## config.mk

```make
export PLATFORM = sky130hd
export DESIGN_NAME = gn_fade
export DESIGN_NICKNAME = d
export VERILOG_FILES = /design/src/gn_pkg.sv /design/src/gn_fade.sv
export SDC_FILE = /design/constraint.sdc
export NUM_CORES = 2
export LEC_CHECK = 0
export BUFFER_PORTS_ARGS = -buffer_cell sky130_fd_sc_hd__buf_2
export CAP_MARGIN = 20
export CORE_MARGIN = 4
export CORE_UTILIZATION = 54
export DETAILED_ROUTE_END_ITERATION = 16
export PLACE_DENSITY = 0.73
export SETUP_SLACK_MARGIN = 0.02
export SLEW_MARGIN = 20
export SYNTH_ARGS = -nofsm -noshare
export SYNTH_HDL_FRONTEND = slang
export SYNTH_SLANG_ARGS = --single-unit
```

## constraint.sdc

```tcl
create_clock -name i_clk -period 6.5 [get_ports i_clk]
set_clock_uncertainty 0.1 [all_clocks]
set_input_delay 0.975 -clock i_clk [delete_from_list [all_inputs] [get_ports i_clk]]
set_output_delay 0.975 -clock i_clk [all_outputs]
set_load 0.01 [all_outputs]
```

## src/gn_pkg.sv

```systemverilog
package gn_pkg;

    localparam int GN_TABLE_SIZE = 256;

    localparam logic [1:0] OP_EVAL = 2'd0;
    localparam logic [1:0] OP_PERM = 2'd1;
    localparam logic [1:0] OP_GRAD = 2'd2;

    typedef struct packed {
        logic signed [15:0] gx;
        logic signed [15:0] gy;
    } t_grad;

    typedef struct packed {
        logic        valid;
        t_grad       g00;
        t_grad       g10;
        t_grad       g01;
        t_grad       g11;
        logic [15:0] fx;
        logic [15:0] fy;
    } t_corners;

    function automatic logic signed [33:0] dot2(t_grad g, logic signed [16:0] ox,
                                                logic signed [16:0] oy);
        logic signed [33:0] a;
        logic signed [33:0] b;
        a = 34'(g.gx) * 34'(ox);
        b = 34'(g.gy) * 34'(oy);
        return a + b;
    endfunction

endpackage

```

## src/gn_fade.sv

```systemverilog
module gn_fade import gn_pkg::*; (
    input  logic        i_clk,
    input  logic [15:0] i_f,
    output logic [16:0] o_u
);

    logic [15:0] r_f1;
    logic [16:0] r_t2;
    logic [16:0] r_t3;
    logic [19:0] r_in;
    logic [16:0] r_u;
    logic [32:0] sq;
    logic [32:0] cube;
    logic [21:0] poly;
    logic [36:0] prod;

    assign sq   = 33'(i_f) * 33'(i_f) + 33'd32768;
    assign cube = 33'(r_t2) * 33'(r_f1) + 33'd32768;
    assign poly = 22'd655360 - 22'(r_f1) * 22'd15 + 22'(r_t2) * 22'd6;
    assign prod = 37'(r_t3) * 37'(r_in) + 37'd32768;

    always_ff @(posedge i_clk) begin
        r_f1 <= i_f;
        r_t2 <= sq[32:16];
        r_t3 <= cube[32:16];
        r_in <= poly[19:0];
        r_u  <= prod[32:16];
    end

    assign o_u = r_u;

endmodule

```

==> impl_results.md <==
- Most used flip-flop cell after synthesis: dfxtp_1
- Top-count cell post-synth: inv_1
- GRT overflow: 0
- Mapped Nets: 4432
- Post-synth cell types: 68
- Routed Antenna Nets: 0
- RD Place Congestion: 0.853
- Sequential area share after synthesis: 5.68%
- Total CTS buffers: 9
- # Max-Cap Violations: 0
- Async set or reset register ratio after synthesis: 0%
- Peak Freq: 159 MHz
- Avg Inst Size Synth: 9.16 um^2
- Hold path depth: 0
- Top cells by count, synth: inv_1, fa_1, ha_1
- DP Worst Slack: -0.353 ns
- Layout Cells excl Fill: 4233
- HPWL Detailed: 58000 um
- Clock Sink Count: 87
- Cell Area, Synth: 30700 um^2
- Vert. Die Dim: 246 um
- Post-Syn Instances: 3345
- Initial antenna violation count: 1
- Pins Over Slew Limit: 0
- Yosys top cell area share: 44.3%
- Share of layout cells above drive strength 1: 8.31%
- Placement Rows: 87
- Period utilization: 96.6%
- Post-Place Cell Area: 32800 um^2
- Run status: finished clean
- # DRC: 0
- Ports: 34
- First-pass GRT wire length: 115000 um
- CP Capture Type: register
- DRT iter0 DRCs: 1049
- Post-DR wirelength/cell: 15.6 um
- Overall routing resource usage: 23.3%
- P&R area growth vs syn: 8.38%
- Via density: 5.09
- Clock transition at path regs: 0.08 ns
- CP Class: primary input to register
- Critical Path RT: 6.67 ns
- Hold-fix buffers, CTS: 0
- Placed cells: 4215
- Post-Route WL: 66100 um
- Initial Utilization: 54.5%
- Crit Path Max Fanout: 9
- Root buffer cell: clkbuf_16
- 1st-pass router iterations: 5
- Worst R2R Path Depth: 21
- Final instance area: 33200 um^2
- H-tree levels: 3
- Number of synthesized flops with an enable pin: 0
- IO Port Bufs: 33
- Core area: 56300 um^2
- Relative slew slack: 61.2%
- CP arrival: 6.45 ns
- Vias in the first global route: 23800
- Synthesis warning total: 0
- Vias: 21500
- Fin crit period: 6.28 ns
- Die Wd: 246 um
- RSZ-0062 raised after global routing: true
- Full die area: 60600 um^2
- CTS Buffer Depth: 2
- Type of the most critical hold path: register to register
- Setup violations, final: 0
- Worst skew pair latency: 0.40 ns
- Cell taking the most area after synthesis: fa_1
- Largest net degree at the start of global routing: 20
- Fillers: 4839
- CTS tree: built
- Final setup margin: 0.223 ns
- Worst-Margin Slew: 0.581 ns
- Nets: 4558
- Final Hold Viols: 0
- Startpoint types: primary input
- Seq cells post-synth: 87
- Largest cells by area after synthesis: fa_1, ha_1, inv_1
==> worst max-delay path: stages <==
cell and delay [ns]:
clkbuf_4 0.18, nand2_2 0.09, inv_1 0.06, fa_1 0.54, inv_1 0.06, fa_1 0.56
fa_1 0.45, fa_1 0.54, inv_1 0.05, fa_1 0.49, fa_1 0.41, ha_1 0.30
a21o_1 0.20, a211oi_2 0.22, o21ai_2 0.13, a2111oi_4 0.52, o21bai_1 0.14, a21o_1 0.22
a311o_1 0.32
==> layer usage <==
layer | vias to the layer above | GRT usage [%] | routed length, um
met2 | 525 | 40.5 | 32400
met4 | 0 | 5.71 | 1360
met3 | 99 | 3.21 | 3420
met1 | 10800 | 30.9 | 28800
met5 | - | 0 | 0
li1 | 10100 | - | -
==> what timing repair did <==
action	CTS	global route
setup endpoints to repair	1	18
endpoints found under the hold margin	0	0
pin swaps	0	7
setup buffers	0	1
gates resized for setup	1	39
==> cell type report <==
type / instances / area (um^2) / share of cell area [%]
multi-input combinational: 2266 / 25300 / 76.1
inverter: 889 / 3340 / 10.0
sequential: 87 / 1770 / 5.32
timing repair buffer: 218 / 1590 / 4.77
tap: 756 / 946 / 2.85
clock buffer: 9 / 225 / 0.678
clock inverter: 7 / 73.8 / 0.222
antenna: 1 / 2.50 / 0.00753
==> per-stage QoR <==
step                hold slack, ns  util (%)  TNS (ns)
global route                 0.499      59.0         0
CTS                          0.497      58.8         0
finish                       0.487      59.0         0
global placement             0.497      58.3     -1.64
detailed placement           0.500      58.3     -2.54
floorplan                    0.365         -         0
==> final timing paths <==
path,start,endpoint,slack [ns]
setup / recovery,i_f[3],r_t2[10],0.22
hold / removal,r_f1[0],r_in[0],0.49
setup reg to reg,r_f1[4],r_t3[13],0.28
hold reg to reg,r_f1[0],r_in[0],0.49
==> state kept, by name, summed over array words and instances, names as in the netlist <==
| name | flops |
|---|---|
| r_f1 | 16 |
| r_in | 20 |
| r_t3 | 17 |
| o_u | 17 |
| r_t2 | 17 |
==> cells in the final DEF (no fill, tap or decap), types with 11 or more instances in the layout <==
cell type	count
a21o_1	32
a21oi_1	55
and2_1	343
buf_2	31
buf_4	178
dfxtp_1	66
dfxtp_2	21
fa_1	679
ha_1	389
inv_1	889
nand2_1	383
nand2b_1	11
nand3_1	20
nand4_1	12
nor2_1	60
nor3_1	23
o21a_1	11
o21ai_0	25
xnor2_1	63
xor2_1	29
==> cell families after synthesis <==
logic type	count (synthesis)	synth area share [%]
adders and majority gates	1070	60.3
and+or+nand+nor	895	14.5
xor gates and xnor gates	92	2.63
AOI/OAI and AO/OA	207	4.68
DFF	87	5.68
buffers and inverters	992	12.1
muxes	2	0.0694
Power is left out: the tool's default activity adds up to more than one toggle a clock period on the data nets, which glitch-free logic cannot reach.
